## config.mk

```make
export PLATFORM = sky130hd
export DESIGN_NAME = rcf_queue
export DESIGN_NICKNAME = d
export VERILOG_FILES = /design/src/rtl/core/rcf_pkg.sv /design/src/rtl/core/rcf_queue.sv
export SDC_FILE = /design/constraint.sdc
export NUM_CORES = 1
export LEC_CHECK = 0
export BUFFER_PORTS_ARGS = -buffer_cell sky130_fd_sc_hd__buf_4
export CAP_MARGIN = 10
export CORE_UTILIZATION = 50
export CTS_CLUSTER_SIZE = 30
export DETAILED_ROUTE_END_ITERATION = 16
export PLACE_DENSITY = 0.72
export SETUP_SLACK_MARGIN = 0.15
export SLEW_MARGIN = 20
export SYNTH_ARGS = -nofsm -noshare
export SYNTH_HDL_FRONTEND = slang
export SYNTH_SLANG_ARGS = --single-unit
```

## constraint.sdc

```tcl
create_clock -name clk -period 6.1 [get_ports clk]
set_input_delay 1.22 -clock clk [delete_from_list [all_inputs] [get_ports clk]]
set_output_delay 1.22 -clock clk [all_outputs]
set_load 0.01 [all_outputs]
```

## src/rtl/core/rcf_pkg.sv

```systemverilog
// types, constants and a helper function shared by the convolution filter core
`default_nettype none
package rcf_pkg;

	localparam int CH_W           = 8;
	localparam int NUM_CH         = 3;
	localparam int WIN_N          = 9;
	localparam int CFG_IDX_W      = 2;
	localparam int CFG_DATA_W     = 13;
	localparam int WIDTH_FIELD_W  = 11;
	localparam int HEIGHT_FIELD_W = 13;
	localparam int ROW_W          = 12;
	localparam int HEIGHT_LIMIT   = 4096;
	localparam int WIDTH_RESET    = 256;
	localparam int HEIGHT_RESET   = 256;
	localparam int MIN_DIM        = 3;
	localparam int SUM_W          = 12;
	localparam int CONV_W         = 13;
	localparam int BLUR_RECIP     = 7282;
	localparam int RECIP_SHIFT    = 16;
	localparam int PROD_W         = 25;
	localparam int QUEUE_DEPTH    = 4;
	localparam int QPTR_W         = 2;

	typedef logic [CFG_IDX_W-1:0] cfg_idx_t;
	localparam cfg_idx_t CFG_MODE   = 2'd0;
	localparam cfg_idx_t CFG_WIDTH  = 2'd1;
	localparam cfg_idx_t CFG_HEIGHT = 2'd2;

	typedef enum logic [1:0] {
		MODE_PASS    = 2'd0,
		MODE_BLUR    = 2'd1,
		MODE_SHARPEN = 2'd2,
		MODE_EDGE    = 2'd3
	} mode_t;

	// channel 2 red, 1 green, 0 blue
	typedef logic [NUM_CH-1:0][CH_W-1:0] pix_t;

	typedef struct packed {
		pix_t above1;
		pix_t above2;
	} ls_word_t;

	typedef struct packed {
		pix_t [WIN_N-1:0] win;
		logic             last;
	} job_t;

	function automatic logic [CH_W-1:0] clamp_byte(logic signed [CONV_W-1:0] v);
		logic [CH_W-1:0] r;
		if (v < 0) begin
			r = '0;
		end else if (v > 13'sd255) begin
			r = '1;
		end else begin
			r = v[CH_W-1:0];
		end
		return r;
	endfunction

endpackage
`default_nettype wire

```

## src/rtl/core/rcf_queue.sv

```systemverilog
// small job queue between the front end and the arithmetic back end
`default_nettype none
module rcf_queue (
	input  wire            clk,
	input  wire            arst_n,
	input  wire            push,
	input  rcf_pkg::job_t  push_data,
	output logic           full,
	input  wire            pop,
	output rcf_pkg::job_t  pop_data,
	output logic           empty
);
	import rcf_pkg::*;

	job_t              mem_q [QUEUE_DEPTH];
	logic [QPTR_W-1:0] wr_q, rd_q;
	logic [QPTR_W:0]   cnt_q;

	assign full     = cnt_q == (QPTR_W + 1)'(QUEUE_DEPTH);
	assign empty    = cnt_q == '0;
	assign pop_data = mem_q[rd_q];

	always_ff @(posedge clk) begin
		if (push && !full) begin
			mem_q[wr_q] <= push_data;
		end
	end

	always_ff @(posedge clk or negedge arst_n) begin
		if (!arst_n) begin
			wr_q  <= '0;
			rd_q  <= '0;
			cnt_q <= '0;
		end else begin
			if (push && !full) begin
				wr_q <= wr_q + QPTR_W'(1);
			end
			if (pop && !empty) begin
				rd_q <= rd_q + QPTR_W'(1);
			end
			case ({push && !full, pop && !empty})
				2'b10:   cnt_q <= cnt_q + (QPTR_W + 1)'(1);
				2'b01:   cnt_q <= cnt_q - (QPTR_W + 1)'(1);
				default: cnt_q <= cnt_q;
			endcase
		end
	end

endmodule
`default_nettype wire

```

==> results of run 1 <==
-- worst min path at each step --
stage	to	slack (ns)	cells after the start
2_1_floorplan	cnt_q[2]$_DFFE_PN0P_	0.48	1
3_3_place_gp	cnt_q[2]$_DFFE_PN0P_	0.50	1
3_5_place_dp	cnt_q[2]$_DFFE_PN0P_	0.52	1
4_1_cts	wr_q[1]$_DFFE_PN0P_	0.38	1
5_1_grt	wr_q[1]$_DFFE_PN0P_	0.39	1
6_report	wr_q[1]$_DFFE_PN0P_	0.42	1
-- layout make-up --
cell class	count	area [um^2]
clock buffers	99	2220
flip-flops and latches	875	26200
repair buffers	460	3620
fillers	4310	24200
clock inverters	54	562
multi-input cells	241	5110
diodes	2	5.00
well taps	846	1060
inverters	6	22.5
-- cell usage after synthesis, drive strengths merged --
library cell | instances | area share
fa | 1 | 0.00063
edfxtp | 868 | 0.82
nor3b | 1 | 0.00024
xnor2 | 3 | 0.00082
dfrtp | 7 | 0.0055
o31a | 1 | 0.00027
ha | 5 | 0.0020
mux2i | 1 | 0.00031
inv | 6 | 0.00070
nor2 | 1 | 0.00012
mux4 | 217 | 0.15
clkbuf | 1 | 0.00012
mux2 | 1 | 0.00035
and2 | 4 | 0.00078
nand2 | 1 | 0.00012
buf | 48 | 0.018
xor2 | 3 | 0.00082
nor3 | 1 | 0.00016
nor2b | 1 | 0.00020
-- kinds of logic (layout without fill, tap and decap cells) --
logic type	after synthesis	count (layout)	share of synthesized area
xor gates and xnor gates	6	6	0.00164
and+or+nand+nor	9	9	0.00160
other	0	2	0
muxes	219	219	0.154
DFF	875	875	0.821
adders and majority gates	6	6	0.00258
buffers and inverters	55	619	0.0192
AOI/OAI and AO/OA	1	1	0.000274
-- critical path, stage by stage (launching register included) --
cell	delay, ns
dfrtp_4	1.01
buf_12	0.42
mux4_2	0.63
buf_4	0.17
-- power breakdown --
group          leakage, nW  internal, mW  switching [mW]  total, mW
clock                 1.37          3.07            2.11       5.19
sequential            8.03          7.94           0.411       8.35
combinational         3.78          2.92            2.91       5.83
-- per-stage QoR --
stage,utilization,instances
3_5_place_dp,0.572,2428
2_1_floorplan,-,1171
3_3_place_gp,0.572,2428
4_1_cts,0.616,2581
5_1_grt,0.616,2581
6_report,0.616,2583
-- state kept, by name (all words and copies together) (netlist names) --
name / cells
cnt_q: 3
mem_q: 868
rd_q: 2
wr_q: 2
-- metal layers --
| layer | track usage | up-vias | part of all wire |
|---|---|---|---|
| li1 | - | 6100 | - |
| met2 | 0.296 | 492 | 0.50 |
| met3 | 0.0642 | 95 | 0.088 |
| met5 | 0 | - | 0.00095 |
| met1 | 0.242 | 7380 | 0.39 |
| met4 | 0.0597 | 8 | 0.022 |
==> results.yml, run 1 <==
layout:
  final_area_um2: 38800
  final_cell_mix: "edfxtp_1, buf_4, mux4_2"
  drive_above_1_share: 0.465
  mostFrequentLayoutCell: "edfxtp_1"
  final_nets: 1896
  syn_to_final_growth_pct: 21.6
detailed_routing:
  vias: 14100
  route.detailed.wl_per_inst_um: 23.6
  drt-initial-drc-count: 898
  drt_wl_total_um: 60900
  viasPerCell: 5.45
  dr.pass1.iters: 5
  drtAntennaViolNets: 0
  drc: 0
timing:
  finalSetupTns_ns: 0
  fmax_mhz: 237
  worstMarginPinSlew_ns: 0.986
  hold_viol: 0
  fin_crit_ns: 4.23
  holdWs_ns: 0.415
  slew_headroom: 0.342
  drv_slew: 0
  rsz0062_at_grt: "false"
  finalSetupViolCount: 0
  layout_setup_ws_ns: 1.87
  period_share: 0.693
  fin_skew_ns: 0.0138
clock_network:
  cts_inserted_buffers: 85
  cts_max_path_buffers: 3
  worstSkewPairLatency_ns: 0.60
  cts_root_buf: "clkbuf_16"
  clock-sinks: 875
  cts_setup_buffers: 0
  cts-resized-gates: 0
  htreeDepth: 3
  clk_pin_slew_ns: 0.06
  hold_buffers: 0
  cts_tree: "built"
global_route:
  grt_usage: 0.186
  grt_pass1_wl_um: 89500
  first_global_vias: 14600
  antenna_found_initial: 5
  grt-ovfl-total: 0
  grt_start_max_net_pins: 101
synth:
  synth_area_per_cell_um2: 27.3
  syn_inst: 1171
  ys_types: 22
  seq_area_frac_synth: 0.821
  ys_warn_count: 0
  netlist_area_um2: 32000
  syn-num-nets: 1398
  synth-seq-cells: 875
floorplanning:
  row_count: 92
  die_h_um: 255
  coreArea_um2: 63100
  io_pins: 440
  die-area_um2: 64900
  initial_core_util: 0.507
  die_w_um: 255
min_path:
  hold_path.class: "primary input to async pin"
place:
  io_buffer_count: 439
  hpwlAfterDp_um: 36400
  place_area_um2: 36100
  pre_cts_ws_ns: 2.42
  gp_congestion: 0.733
pwr:
  p_per_area_nw_per_um2: 499
  irDropWorstVdd_mv: 0.344
  p_leak_nw: 13.2
  p_total_mw: 19.4
run_status:
  outcome: "finished clean"
setup_path:
  r2r-end: "mem_q[3][51]$_DFFE_PP_"
  criticalPathCategory: "flop to primary output"
  critPathLaunch: "rd_q[0]$_DFFE_PN0P_"
  cp_max_fo: 58
  reg2reg_slack_ns: 3.19
  timing.rr.start: "cnt_q[2]$_DFFE_PN0P_"
  crit_required_ns: 4.88
  start_kind: "flop"
  worstPathArrival_ns: 3.01
  reg2reg_depth: 4
  critPathCapture: "pop_data[133]"
  end_kind: "primary output"
run:
  max_cap_viol_count: 0
Power figures use the tool's default switching activity.
==> run 2, diff against run 1 <==
Clock period 6.1 ns to 3.85 ns, I/O delays scaled along.
==> run 2 against run 1 <==
Compared with the run above: core utilization rose by 0.74 points; final cell count rose by 1.6%; routed wire length rose by 2.3%; global-route usage rose by 0.51 points; die area did not move; clock skew rose by 0.013 ns; register-to-register slack got worse by 1.8 ns; hold slack got worse by 0.076 ns; via count rose by 2.0%; total power rose by 62%; sequential cell count did not move; critical path depth did not move; critical path type unchanged; critical endpoint is now pop_data[212]; highest routed layer unchanged.
==> results.yml, run 2 (synthesis gave the netlist of run 1 again) <==
floorplanning:
  io_pins: 440
  row_count: 92
  initial_core_util: 0.507
  coreArea_um2: 63100
  die_h_um: 255
  die-area_um2: 64900
  die_w_um: 255
setup_path:
  worstPathArrival_ns: 2.60
  cpPeakStageDelay_ns: 0.79
  end_kind: "primary output"
  crit_family: "flip-flops"
  slowest_stage: "dfrtp_4"
  crit_path_frequent_cell: "buf_4"
  crit_required_ns: 3.08
  cp_max_fo: 24
  start_kind: "flop"
  crit_buf_inv: 2
  cp_cell_sequence: "buf_4 -> mux4_2 -> buf_4"
  criticalPathCategory: "flop to primary output"
clock_network:
  clk_pin_slew_ns: 0.06
  cts_root_buf: "clkbuf_16"
  htreeDepth: 3
  cts_setup_buffers: 0
  cts-resized-gates: 0
  hold_buffers: 1
  cts_inserted_buffers: 88
  worstSkewPairLatency_ns: 0.63
  cts_max_path_buffers: 3
  cts_tree: "built"
  clock-sinks: 875
layout:
  top_regs: "mem_q (868), cnt_q (3)"
  drive_above_1_share: 0.474
  syn_to_final_growth_pct: 23.0
  final_cell_mix: "edfxtp_1, buf_4, mux4_2"
  mostFrequentLayoutCell: "edfxtp_1"
  final_util: 0.623
  largest_register_ffs: 868
  final_nets: 1931
  regMostFlops: "mem_q"
timing:
  fin_skew_ns: 0.0267
  holdWs_ns: 0.339
  period_share: 0.875
  fin_crit_ns: 3.37
  rsz0062_at_grt: "false"
  fmax_mhz: 297
  finalSetupTns_ns: 0
  worstMarginPinSlew_ns: 0.790
  layout_setup_ws_ns: 0.482
  drv_slew: 0
  slew_headroom: 0.474
  finalSetupViolCount: 0
  hold_viol: 0
detailed_routing:
  vias: 14400
  drt_wl_total_um: 62300
  drt-initial-drc-count: 962
  drc: 0
  dr.pass1.iters: 5
  viasPerCell: 5.47
  drtAntennaViolNets: 0
  route.detailed.wl_per_inst_um: 23.7
pwr:
  power.internal_mw: 22.5
  p_per_area_nw_per_um2: 796
  irDropWorstVdd_mv: 0.546
  switching_share: 0.282
  p_switching_mw: 8.82
  p_comb_frac: 0.309
  p_leak_nw: 13.4
  seq_power_share: 0.420
  power.clock.fraction: 0.271
global_route:
  grt_pass1_wl_um: 91600
  grt_start_max_net_pins: 98
  grt-ovfl-total: 0
  grt_usage: 0.191
  first_global_vias: 15200
  antenna_found_initial: 6
place:
  gp_congestion: 0.749
  io_buffer_count: 439
  pre_cts_ws_ns: 1.07
  hpwlAfterDp_um: 39200
min_path:
  hold_path.class: "primary input to flop"
run_status:
  outcome: "finished clean"
run:
  max_cap_viol_count: 0
## run 2: area by class of cell
class                      instances  area (um^2)
antenna                            3         7.51
clock buffer                     106         2310
sequential                       875        26200
inverter                           6         22.5
timing repair buffer             492         3950
clock inverter                    55          608
multi-input combinational        241         5110
fill                            4250        23800
tap                              846         1060
## run 2: final timing paths
check                                     startpoint                      end  slack [ns]  cells past startpoint
worst min-delay path                   push_data[65]   mem_q[2][65]$_DFFE_PP_        0.34                      1
min in group asynchronous                     arst_n      wr_q[1]$_DFFE_PN0P_        0.55                      2
worst min register to register  cnt_q[2]$_DFFE_PN0P_     cnt_q[2]$_DFFE_PN0P_        0.55                      1
worst max-delay path             rd_q[0]$_DFFE_PN0P_            pop_data[212]        0.48                      3
max in group asynchronous                     arst_n      rd_q[0]$_DFFE_PN0P_        3.14                      2
worst max register to register  cnt_q[2]$_DFFE_PN0P_  mem_q[3][110]$_DFFE_PP_        1.38                      4
## run 2: metal layers
layer  vias to the layer above  GRT usage  part of all wire
li1                       6177          -                 -
met4                         8     0.0710             0.026
met5                         -          0            0.0011
met1                      7562      0.247              0.38
met3                       109     0.0632             0.089
met2                       500      0.303              0.50
## run 2: power by group through the flow
stage,Clock [mW],Combinational [mW],Sequential (mW)
after floorplan,0,5.91,13.2
after global placement,0,9.81,13.2
after detailed placement,0,9.82,13.4
after CTS,8.65,9.88,13.2
after global routing,9.00,10.3,13.3
final,8.48,9.66,13.2
## run 2: through the flow
| stage | cells | area, um^2 | power [mW] |
|---|---|---|---|
| after floorplan | 1171 | 32000 | 19.1 |
| after global placement | 2459 | 36400 | 23.0 |
| after detailed placement | 2459 | 36400 | 23.2 |
| after CTS | 2621 | 39300 | 31.7 |
| after global routing | 2623 | 39300 | 32.6 |
| final | 2624 | 39300 | 31.3 |
