File: config.mk
export PLATFORM = sky130hd
export DESIGN_NAME = rcf_back_flat
export DESIGN_NICKNAME = d
export VERILOG_FILES = /design/src/rtl/core/rcf_pkg.sv /design/src/rtl/core/rcf_if.sv /design/src/rtl/core/rcf_back.sv /design/src/flat_wrapper.sv
export SDC_FILE = /design/constraint.sdc
export NUM_CORES = 1
export LEC_CHECK = 0
export ABC_AREA = 0
export BUFFER_PORTS_ARGS = -buffer_cell sky130_fd_sc_hd__buf_2
export CORE_ASPECT_RATIO = 0.7
export CORE_MARGIN = 1.5
export CORE_UTILIZATION = 60
export DETAILED_ROUTE_END_ITERATION = 7
export PLACE_DENSITY = 0.87
export SKIP_CTS_REPAIR_TIMING = 1
export SLEW_MARGIN = 10
export SYNTH_ARGS = -nofsm -noshare
export SYNTH_HDL_FRONTEND = slang
export SYNTH_SLANG_ARGS = --single-unit
File: constraint.sdc
create_clock -name clk -period 8.34 [get_ports clk]
set_input_delay 1.668 -clock clk [delete_from_list [all_inputs] [get_ports clk]]
set_output_delay 1.668 -clock clk [all_outputs]
set_load 0.01 [all_outputs]
File: src/rtl/core/rcf_pkg.sv
// types, constants and a helper function shared by the convolution filter core
`default_nettype none
package rcf_pkg;

	localparam int CH_W           = 8;
	localparam int NUM_CH         = 3;
	localparam int WIN_N          = 9;
	localparam int CFG_IDX_W      = 2;
	localparam int CFG_DATA_W     = 13;
	localparam int WIDTH_FIELD_W  = 11;
	localparam int HEIGHT_FIELD_W = 13;
	localparam int ROW_W          = 12;
	localparam int HEIGHT_LIMIT   = 4096;
	localparam int WIDTH_RESET    = 256;
	localparam int HEIGHT_RESET   = 256;
	localparam int MIN_DIM        = 3;
	localparam int SUM_W          = 12;
	localparam int CONV_W         = 13;
	localparam int BLUR_RECIP     = 7282;
	localparam int RECIP_SHIFT    = 16;
	localparam int PROD_W         = 25;
	localparam int QUEUE_DEPTH    = 4;
	localparam int QPTR_W         = 2;

	typedef logic [CFG_IDX_W-1:0] cfg_idx_t;
	localparam cfg_idx_t CFG_MODE   = 2'd0;
	localparam cfg_idx_t CFG_WIDTH  = 2'd1;
	localparam cfg_idx_t CFG_HEIGHT = 2'd2;

	typedef enum logic [1:0] {
		MODE_PASS    = 2'd0,
		MODE_BLUR    = 2'd1,
		MODE_SHARPEN = 2'd2,
		MODE_EDGE    = 2'd3
	} mode_t;

	// channel 2 red, 1 green, 0 blue
	typedef logic [NUM_CH-1:0][CH_W-1:0] pix_t;

	typedef struct packed {
		pix_t above1;
		pix_t above2;
	} ls_word_t;

	typedef struct packed {
		pix_t [WIN_N-1:0] win;
		logic             last;
	} job_t;

	function automatic logic [CH_W-1:0] clamp_byte(logic signed [CONV_W-1:0] v);
		logic [CH_W-1:0] r;
		if (v < 0) begin
			r = '0;
		end else if (v > 13'sd255) begin
			r = '1;
		end else begin
			r = v[CH_W-1:0];
		end
		return r;
	endfunction

endpackage
`default_nettype wire

File: src/rtl/core/rcf_if.sv
// pixel stream interfaces for the input and result channels
`default_nettype none


interface rcf_pix_out_if;
	logic       valid;
	logic       ready;
	logic [7:0] out_red;
	logic [7:0] out_green;
	logic [7:0] out_blue;
	logic       frame_last;

	modport source(output valid, out_red, out_green, out_blue, frame_last, input ready);
	modport sink(input valid, out_red, out_green, out_blue, frame_last, output ready);
endinterface
`default_nettype wire

File: src/rtl/core/rcf_back.sv
// back end: per channel convolution, blur divide, clamp and result register
`default_nettype none
module rcf_back (
	input  wire             clk,
	input  wire             arst_n,
	input  rcf_pkg::mode_t  mode,
	input  wire             q_empty,
	input  rcf_pkg::job_t   q_data,
	output logic            q_pop,
	rcf_pix_out_if.source   pix_out
);
	import rcf_pkg::*;

	logic                     en, b1_valid_q, last_b1, out_valid_q, last_q;
	mode_t                    mode_b1;
	logic signed [CONV_W-1:0] val_c [NUM_CH];
	logic [SUM_W-1:0]         sum_c [NUM_CH];
	logic signed [CONV_W-1:0] val_b1 [NUM_CH];
	logic [SUM_W-1:0]         sum_b1 [NUM_CH];
	logic [PROD_W-1:0]        prod [NUM_CH];
	logic [CH_W-1:0]          res [NUM_CH];
	logic [CH_W-1:0]          res_q [NUM_CH];

	assign en    = !out_valid_q || pix_out.ready;
	assign q_pop = en && !q_empty;

	always_comb begin
		logic signed [CONV_W-1:0] c, n, s, w, e;
		for (int ch = 0; ch < NUM_CH; ch++) begin
			c = $signed(CONV_W'(q_data.win[4][ch]));
			n = $signed(CONV_W'(q_data.win[1][ch]));
			s = $signed(CONV_W'(q_data.win[7][ch]));
			w = $signed(CONV_W'(q_data.win[3][ch]));
			e = $signed(CONV_W'(q_data.win[5][ch]));
			sum_c[ch] = '0;
			for (int k = 0; k < WIN_N; k++) begin
				sum_c[ch] = sum_c[ch] + SUM_W'(q_data.win[k][ch]);
			end
			case (mode)
				MODE_SHARPEN: val_c[ch] = (c <<< 2) + c - n - s - w - e;
				MODE_EDGE:    val_c[ch] = n + s + w + e - (c <<< 2);
				default:      val_c[ch] = $signed(CONV_W'(q_data.win[8][ch]));
			endcase
		end
	end

	always_ff @(posedge clk) begin
		if (q_pop) begin
			val_b1  <= val_c;
			sum_b1  <= sum_c;
			mode_b1 <= mode;
			last_b1 <= q_data.last;
		end
	end

	always_comb begin
		for (int ch = 0; ch < NUM_CH; ch++) begin
			prod[ch] = PROD_W'(sum_b1[ch]) * PROD_W'(BLUR_RECIP);
			if (mode_b1 == MODE_BLUR) begin
				res[ch] = prod[ch][RECIP_SHIFT +: CH_W];
			end else begin
				res[ch] = clamp_byte(val_b1[ch]);
			end
		end
	end

	always_ff @(posedge clk or negedge arst_n) begin
		if (!arst_n) begin
			b1_valid_q  <= 1'b0;
			out_valid_q <= 1'b0;
		end else if (en) begin
			b1_valid_q  <= !q_empty;
			out_valid_q <= b1_valid_q;
		end
	end

	always_ff @(posedge clk) begin
		if (en && b1_valid_q) begin
			res_q  <= res;
			last_q <= last_b1;
		end
	end

	assign pix_out.valid      = out_valid_q;
	assign pix_out.out_red    = res_q[2];
	assign pix_out.out_green  = res_q[1];
	assign pix_out.out_blue   = res_q[0];
	assign pix_out.frame_last = last_q;

endmodule
`default_nettype wire

File: src/flat_wrapper.sv
// flat-port wrapper written by rule: the top's interface ports become plain ports
module rcf_back_flat import rcf_pkg::*;
  (clk, arst_n, mode, q_empty, q_data, q_pop, pix_out_valid, pix_out_out_red, pix_out_out_green, pix_out_out_blue, pix_out_frame_last, pix_out_ready);
  rcf_pix_out_if pix_out_i ();
  input  wire clk;
  input  wire arst_n;
  input  rcf_pkg::mode_t mode;
  input  wire q_empty;
  input  rcf_pkg::job_t q_data;
  output logic q_pop;
  output wire logic [$bits(pix_out_i.valid)-1:0] pix_out_valid;
  output wire logic [$bits(pix_out_i.out_red)-1:0] pix_out_out_red;
  output wire logic [$bits(pix_out_i.out_green)-1:0] pix_out_out_green;
  output wire logic [$bits(pix_out_i.out_blue)-1:0] pix_out_out_blue;
  output wire logic [$bits(pix_out_i.frame_last)-1:0] pix_out_frame_last;
  input wire logic [$bits(pix_out_i.ready)-1:0] pix_out_ready;
  assign pix_out_valid = pix_out_i.valid;
  assign pix_out_out_red = pix_out_i.out_red;
  assign pix_out_out_green = pix_out_i.out_green;
  assign pix_out_out_blue = pix_out_i.out_blue;
  assign pix_out_frame_last = pix_out_i.frame_last;
  assign pix_out_i.ready = pix_out_ready;
  rcf_back u_core (.clk(clk), .arst_n(arst_n), .mode(mode), .q_empty(q_empty), .q_data(q_data), .q_pop(q_pop), .pix_out(pix_out_i));
endmodule
==> reports/metrics.cfg, run 1 <==
[die]
ioPinCount = 250
core.rowCount = 59
dieArea_um2 = 39600
initial_core_util_pct = 61.4
die_x_um = 237
core_um2 = 37500
die_h_um = 167

[global_route]
grt_pass1_vias = 18600
grt_max_degree = 71
grt_usage_pct = 30.5
use_met2_pct = 47.7
grt_pass1_wl_mm = 94.1
grtUsageMet1_pct = 43.0
top_usage_layer = met2
grt.overflow.total = 0
antenna_found_initial = 14
use_met3_pct = 5.47

[synth]
yosysMostFrequentCell = inv_1
synth-edff-count = 103
syn_nets = 3328
async_flop_share_pct = 1.90
yosysWarningCount = 0
netlist_top_cells_area = fa_1 31%, ha_1 21%, edfxtp_1 13%
yosysTopAreaCellShare_pct = 31.1
synth_ff_type = edfxtp_1
yosys-top-cells-count = 674 x inv_1, 393 x ha_1, 357 x fa_1, 122 x a21oi_1, 106 x xnor2_1
yosys.area.top_type = fa_1
postSynthCellCount = 2355
ys_types = 69
avgSynthCellArea_um2 = 9.77
synth_seq_cells = 105
ys_seq_area_share_pct = 13.7
syn_area_um2 = 23000

[placement]
portBuffers = 249
dp.final_hpwl_mm = 50.9
placed_cells = 3080
gp_routability_congestion = 0.973

[sta]
slew_violations = 0
worst_pin_slew_ns = 0.964
fin_crit_ns = 6.60
finalClockSkew_ns = 0.00944
hold_viol = 0
finalCritPeriodShare_pct = 79.2
whs_ns = 0.473
slew_headroom_pct = 35.8
setup_viol = 0
rsz0062_at_grt = no
setup_tns_ns = 0
max_freq_mhz = 151

[clock_network]
cts_tree = yes
cts.reportedPaths.clkPinSlew_ns = 0.09
cts_sinks = 105
clk_path_buf_depth = 2
root_buffer = clkbuf_16
numCtsBuffers = 9
clk_latency_ns = 0.38
htreeDepth = 3

[critical_path]
cp.arrival_ns = 6.72
end_kind = register
startpoint_type = input port
critPathKind = input port to register
required_ns = 8.46
path_max_fanout = 4
r2r_setup_slack_ns = 3.09

[cells_and_area]
seq_area_um2 = 3140
multi_input_area_um2 = 17300
syn2layout_area_growth_pct = 9.55
fin_cells = 3111
n_fill_cell = 2790
final_net_count = 3576
drive_gt1_share_pct = 11.3

[route]
drc = 0
first_pass_iters = 5
ant_nets = 0
drt_iter0_drc = 1635
drt-vias-per-instance = 5.61
routedWlPerCell_um = 18.8
num_vias = 17500
wirelength_mm = 58.4

[worst_hold_path]
min_path_type = register to register

[run_status]
outcome = finished clean

[run]
max_cap_viol_count = 0

## final timing paths
check                      cells after the start              from                        end
max reg2reg                                   16  u_core.sum_b1[7]  u_core.pix_out.out_red[5]
min                                            0    u_core.last_b1  u_core.pix_out.frame_last
max                                           21        q_data[41]          u_core.sum_b1[10]
min in group asynchronous                      1            arst_n       u_core.pix_out.valid
min reg2reg                                    0    u_core.last_b1  u_core.pix_out.frame_last
max in group asynchronous                      1            arst_n          u_core.b1_valid_q
## flip-flops by register name (all words and copies together) (netlist names)
register,flops
u_core.val_b1,39
u_core.sum_b1,36
u_core.pix_out.out_blue,8
u_core.pix_out.out_green,8
u_core.pix_out.out_red,8
u_core.mode_b1,2
u_core.b1_valid_q,1
u_core.last_b1,1
u_core.pix_out.frame_last,1
u_core.pix_out.valid,1
## cells by family (layout without fill, tap and decap cells)
kind of cell / count (synthesis) / count (layout) / share of synthesized area, %
compound gates: 401 / 401 / 11.1
xor+xnor: 148 / 148 / 5.63
fa+ha+maj: 750 / 750 / 52.4
buf+inv: 693 / 946 / 11.3
flops: 105 / 105 / 13.7
mux: 12 / 12 / 0.544
other cells: 0 / 15 / 0
simple gates: 246 / 246 / 5.28
## through the flow
step           util (%)  area (um^2)  setup WS (ns)
2_1_floorplan         -        23000           1.25
3_3_place_gp       66.3        24900           1.75
3_5_place_dp       66.3        24900           1.44
4_1_cts            67.1        25200           1.83
5_1_grt            67.2        25200           1.56
6_report           67.2        25200           1.74
## layer usage
metal  share of wire [%]  wire length (um)
met5                   0                 0
met3                 8.1              4710
met4                 3.4              1960
met2                  45             26300
met1                  44             25500
## critical path, cell delays in order
cell      delay, ns
buf_2          0.14
ha_1           0.20
inv_1          0.06
fa_1           0.39
inv_1          0.07
a21oi_1        0.08
o21ai_0        0.37
xor2_1         0.25
fa_1           0.45
inv_1          0.09
fa_1           0.43
fa_1           0.50
inv_1          0.05
fa_1           0.45
ha_1           0.33
a21o_1         0.19
a21oi_1        0.25
o21bai_1       0.10
a21oi_1        0.26
o21ai_0        0.19
xor2_1         0.18
## layout make-up
cell class	instances	area share, %
sequential	105	12.5
clock inverter	7	0.352
timing repair buffer	256	5.15
inverter	674	10.0
antenna	15	0.149
clock buffer	9	0.894
multi-input combinational	1557	68.5
tap	488	2.42
## layout by cell type, fill, tap and decap left out, types with 11 or more instances in the layout
cell type and n:
a21o_1 53, a21oi_1 122, and3_1 11, buf_2 249, diode_2 15, edfxtp_1 103
fa_1 357, ha_1 393, inv_1 674, nand2_1 58, nand2b_1 17, nand3_1 14
nor2_1 67, nor2b_1 18, nor3_1 16, o211ai_1 12, o21ai_0 89, o21bai_1 26
or3_1 16, xnor2_1 106, xor2_1 42
Power of run 1 is left out: the tool's default activity adds up to more than one toggle a clock period on the data nets, which glitch-free logic cannot reach.
==> run 2: changes to the inputs <==
--- a/config.mk
+++ b/config.mk
@@ -5,7 +5,7 @@
 export SDC_FILE = /design/constraint.sdc
 export NUM_CORES = 1
 export LEC_CHECK = 0
-export ABC_AREA = 0
+export ABC_AREA = 1
 export BUFFER_PORTS_ARGS = -buffer_cell sky130_fd_sc_hd__buf_2
 export CORE_ASPECT_RATIO = 0.7
 export CORE_MARGIN = 1.5
==> constraint.sdc (replaced) <==
create_clock -name clk -period 6.2 [get_ports clk]
set_input_delay 1.24 -clock clk [delete_from_list [all_inputs] [get_ports clk]]
set_output_delay 1.24 -clock clk [all_outputs]
set_load 0.01 [all_outputs]
==> run 2 against run 1 <==
  * Sequential cell count is the same
  * Routed wire length grew 15%
  * Final cell count grew 19%
==> reports/metrics.cfg, run 2 <==
[synth]
yosysWarningCount = 0
yosys-top-cells-count = 804 x inv_1, 408 x nand2_1, 393 x ha_1, 357 x fa_1, 179 x a21oi_1
async_flop_share_pct = 1.90
yosys.area.top_type = fa_1
yosysMostFrequentCell = inv_1
syn_area_um2 = 24500
avgSynthCellArea_um2 = 8.47
synth_seq_cells = 105
netlist_top_cells_area = fa_1 29%, ha_1 20%, edfxtp_1 13%
synth-edff-count = 103
synth_ff_type = edfxtp_1
postSynthCellCount = 2891
yosysTopAreaCellShare_pct = 29.2
ys_types = 46
ys_seq_area_share_pct = 12.8
syn_nets = 3864

[die]
initial_core_util_pct = 61.3
die_x_um = 245
ioPinCount = 250
core.rowCount = 61
die_h_um = 172
dieArea_um2 = 42100
core_um2 = 40000

[critical_path]
cp.arrival_ns = 5.84
worstRegToRegCells = 20
r2r_start = u_core.sum_b1[7]
required_ns = 6.33
startpoint_type = input port
critPathKind = input port to register
regToRegEndpoint = u_core.pix_out.out_red[6]
end_kind = register
r2r_setup_slack_ns = 1.46
path_max_fanout = 5

[sta]
finalCritPeriodShare_pct = 92.2
worst_pin_slew_ns = 0.738
hold_viol = 0
rsz0062_at_grt = no
setup_tns_ns = 0
fin_crit_ns = 5.72
max_freq_mhz = 175
slew_headroom_pct = 50.4
finalClockSkew_ns = 0.0143
setup_viol = 0
slew_violations = 0

[cells_and_area]
drive_gt1_share_pct = 10.2
n_fill_cell = 3124
final_cell_mix = 804 x inv_1, 408 x nand2_1, 393 x ha_1, 357 x fa_1, 249 x buf_2
top_register = u_core.val_b1
largest_reg_flops = 39
final_net_count = 4116
syn2layout_area_growth_pct = 9.28
top_regs = u_core.val_b1 x39, u_core.sum_b1 x36
final_common_cell = inv_1

[route]
drt-vias-per-instance = 5.53
num_vias = 20500
drt_iter0_drc = 2266
ant_nets = 0
routedWlPerCell_um = 18.1
first_pass_iters = 6
drc = 0
wirelength_mm = 67.0

[clock_network]
cts_tree = yes
cts_sinks = 105
numCtsBuffers = 9
root_buffer = clkbuf_16
cts.reportedPaths.clkPinSlew_ns = 0.07
clk_path_buf_depth = 2
htreeDepth = 3
clk_latency_ns = 0.39

[global_route]
grt_usage_pct = 32.2
grt_pass1_vias = 19900
grt_max_degree = 53
grt.overflow.total = 0
grt_pass1_wl_mm = 105
antenna_found_initial = 21

[placement]
gp_routability_congestion = 0.989
dp.final_hpwl_mm = 57.6
portBuffers = 249

[worst_hold_path]
whs_endpoint = u_core.pix_out.frame_last
hold_depth = 0
worstHoldStart = u_core.last_b1
min_path_type = register to register

[run]
max_cap_viol_count = 0

[run_status]
outcome = finished clean

-- run 2: worst max-delay path: stages --
cell	delay (ns)
buf_2	0.09
ha_1	0.27
inv_1	0.09
fa_1	0.43
o21ai_1	0.28
nand2_1	0.09
nand2_1	0.10
a21oi_2	0.07
xor2_1	0.15
fa_1	0.47
fa_1	0.53
fa_1	0.44
fa_1	0.49
inv_1	0.05
ha_1	0.35
a21oi_1	0.15
inv_1	0.05
a31oi_1	0.25
o21ai_2	0.10
xor2_1	0.15
-- run 2: metrics by stage --
step                      cells  utilization, %  cell area [um^2]  setup WS (ns)  hold WS, ns
after floorplan            2891               -             24500          0.250        0.400
after global routing       3702            66.9             26800          0.294        0.454
after CTS                  3683            66.8             26700          0.527        0.443
after global placement     3667            66.0             26400          0.290        0.402
final                      3705            66.9             26800          0.484        0.438
after detailed placement   3667            66.0             26400          0.146        0.426
-- run 2: cells by family after synthesis --
family / share of synthesized area, %
xor+xnor: 3.18
buf+inv: 12.7
flops: 12.8
compound gates: 9.12
simple gates: 12.9
mux: 0.0460
fa+ha+maj: 49.2
-- run 2: worst max-delay path by stage --
stage	startpoint	to	slack [ns]	cells after the start
6_report	q_data[41]	u_core.sum_b1[9]	0.48	20
5_1_grt	q_data[41]	u_core.sum_b1[9]	0.29	20
4_1_cts	q_data[41]	u_core.sum_b1[9]	0.53	20
3_5_place_dp	q_data[25]	u_core.sum_b1[33]	0.15	21
3_3_place_gp	q_data[41]	u_core.sum_b1[9]	0.29	20
2_1_floorplan	pix_out_ready	q_pop	0.25	2
-- run 2: layer usage --
metal / share of wire [%] / up-vias / GRT usage, %
met5: 0.045 / - / 0
met4: 3.5 / 4 / 11.8
met3: 11 / 146 / 7.50
met2: 42 / 1105 / 46.6
met1: 44 / 9665 / 47.1
li1: - / 9564 / -
-- run 2: layout make-up --
| type | count | area (um^2) | share of cell area (%) |
|---|---|---|---|
| timing repair buffer | 254 | 1280 | 4.80 |
| clock buffer | 9 | 225 | 0.841 |
| multi-input combinational | 1962 | 18300 | 68.2 |
| clock inverter | 7 | 100 | 0.374 |
| antenna | 22 | 55.1 | 0.206 |
| inverter | 811 | 3040 | 11.4 |
| sequential | 105 | 3140 | 11.7 |
| tap | 535 | 669 | 2.50 |
Power of run 2 is left out for the same reason.
==> run 3: changes to the inputs <==
--- a/config.mk
+++ b/config.mk
@@ -11,7 +11,7 @@
 export CORE_MARGIN = 1.5
 export CORE_UTILIZATION = 60
 export DETAILED_ROUTE_END_ITERATION = 7
-export PLACE_DENSITY = 0.87
+export PLACE_DENSITY = 0.81
 export SKIP_CTS_REPAIR_TIMING = 1
 export SLEW_MARGIN = 10
 export SYNTH_ARGS = -nofsm -noshare
==> run 3 against run 2 <==
  * Die area unchanged
  * Sequential share of layout area about the same
  * Non-clock buffer count decreased by 1
  * First-iteration DRC count decreased by 13%
  * Register-to-register slack got worse by 0.03 ns
  * Final cell count about the same
  * Count of clock-buffer cells in the layout unchanged
  * Via count decreased by 1.7%
  * Largest cell class unchanged
  * Utilization about the same
==> reports/metrics.cfg, run 3 (synthesis gave the netlist of run 2 again) <==
[run_status]
outcome = finished clean

[sta]
fin_crit_ns = 5.77
worst_pin_slew_ns = 0.973
finalClockSkew_ns = 0.0129
slew_violations = 0
rsz0062_at_grt = no
setup_tns_ns = 0
hold_viol = 0
setup_viol = 0
max_freq_mhz = 173
finalCritPeriodShare_pct = 93.0
slew_headroom_pct = 35.1

[route]
drt-vias-per-instance = 5.44
first_pass_iters = 6
num_vias = 20100
ant_nets = 0
drt_iter0_drc = 1967
routedWlPerCell_um = 18.5
drc = 0
wirelength_mm = 68.6

[critical_path]
cp.arrival_ns = 5.91
required_ns = 6.34
r2r_setup_slack_ns = 1.43
critPathKind = input port to register
path_max_fanout = 4
regToRegEndpoint = u_core.pix_out.out_red[3]
crit_end = u_core.sum_b1[11]
startpoint_type = input port
startpoint = q_data[41]
worstRegToRegCells = 19
end_kind = register
r2r_start = u_core.sum_b1[8]

[clock_network]
clk_path_buf_depth = 2
cts.reportedPaths.clkPinSlew_ns = 0.09
htreeDepth = 3
numCtsBuffers = 9
cts_tree = yes
clk_latency_ns = 0.40
root_buffer = clkbuf_16
cts_sinks = 105

[cells_and_area]
top_regs = u_core.val_b1 x39, u_core.sum_b1 x36
drive_gt1_share_pct = 10.2
final_net_count = 4115
final_common_cell = inv_1
final_cell_area_um2 = 26800
syn2layout_area_growth_pct = 9.26
final_cell_mix = 804 x inv_1, 408 x nand2_1, 393 x ha_1, 357 x fa_1, 249 x buf_2
top_register = u_core.val_b1
largest_reg_flops = 39

[placement]
dp.final_hpwl_mm = 60.3
portBuffers = 249
place_area_um2 = 26400
gp_routability_congestion = 1.07

[die]
initial_core_util_pct = 61.3
dieArea_um2 = 42100
core.rowCount = 61
ioPinCount = 250
core_um2 = 40000
die_h_um = 172
die_x_um = 245

[run]
max_cap_viol_count = 0

[global_route]
grt_pass1_vias = 19900
grt.overflow.total = 0
grt_usage_pct = 33.2
grt_max_degree = 72
antenna_found_initial = 22
grt_pass1_wl_mm = 107

[worst_hold_path]
min_path_type = register to register

==> run 3: cell count changes in the layout (fill, tap and decap cells not counted) <==
cell       change
bufinv_16      -2
inv_8          +3
clkinv_4       -2
clkinv_8       +3
clkinv_2       -1
buf_4          -1
inv_6          -2
inv_16         +1
==> run 3: critical path, cell delays in order <==
cell      delay [ns]
buf_2           0.13
ha_1            0.28
inv_1           0.10
fa_1            0.43
o21ai_1         0.33
xor2_1          0.18
inv_1           0.07
fa_1            0.47
inv_1           0.05
fa_1            0.45
fa_1            0.49
inv_1           0.05
fa_1            0.45
ha_1            0.34
a21oi_1         0.22
o21ai_2         0.10
a31oi_1         0.28
o21ai_2         0.11
nand2_1         0.08
a21boi_1        0.07
==> run 3: how the worst min path moves through the flow <==
stage                                      to           start  depth (start not counted)  slack (ns)
floorplan           u_core.pix_out.frame_last  u_core.last_b1                          0        0.40
global placement    u_core.pix_out.frame_last  u_core.last_b1                          0        0.40
detailed placement  u_core.pix_out.frame_last  u_core.last_b1                          0        0.41
CTS                 u_core.pix_out.frame_last  u_core.last_b1                          0        0.43
global route        u_core.pix_out.frame_last  u_core.last_b1                          0        0.46
finish              u_core.pix_out.frame_last  u_core.last_b1                          0        0.43
==> run 3: area by class of cell <==
class	instances	area, um^2
Multi-Input combinational cell	1962	18300
Fill cell	3377	13200
Sequential cell	105	3140
Inverter	811	3040
Timing Repair Buffer	253	1280
Tap cell	535	669
Clock buffer	9	225
Clock inverter	7	103
Antenna cell	22	55.1
==> run 3: per-layer routing <==
layer / up-vias / share of wire [%] / track usage, %
met5: - / 0.079 / 0
met4: 2 / 3.0 / 9.96
met3: 117 / 10 / 8.75
met2: 851 / 40 / 46.0
met1: 9626 / 47 / 50.3
li1: 9542 / - / -
==> run 3: stage by stage <==
step	util (%)	setup slack (ns)	cells	hold slack, ns
finish	66.9	0.433	3704	0.431
floorplan	-	0.250	2891	0.400
global route	66.9	0.252	3701	0.462
global placement	66.0	0.273	3666	0.403
detailed placement	66.0	0.100	3666	0.411
CTS	66.8	0.511	3682	0.432
Power of run 3 is left out for the same reason.
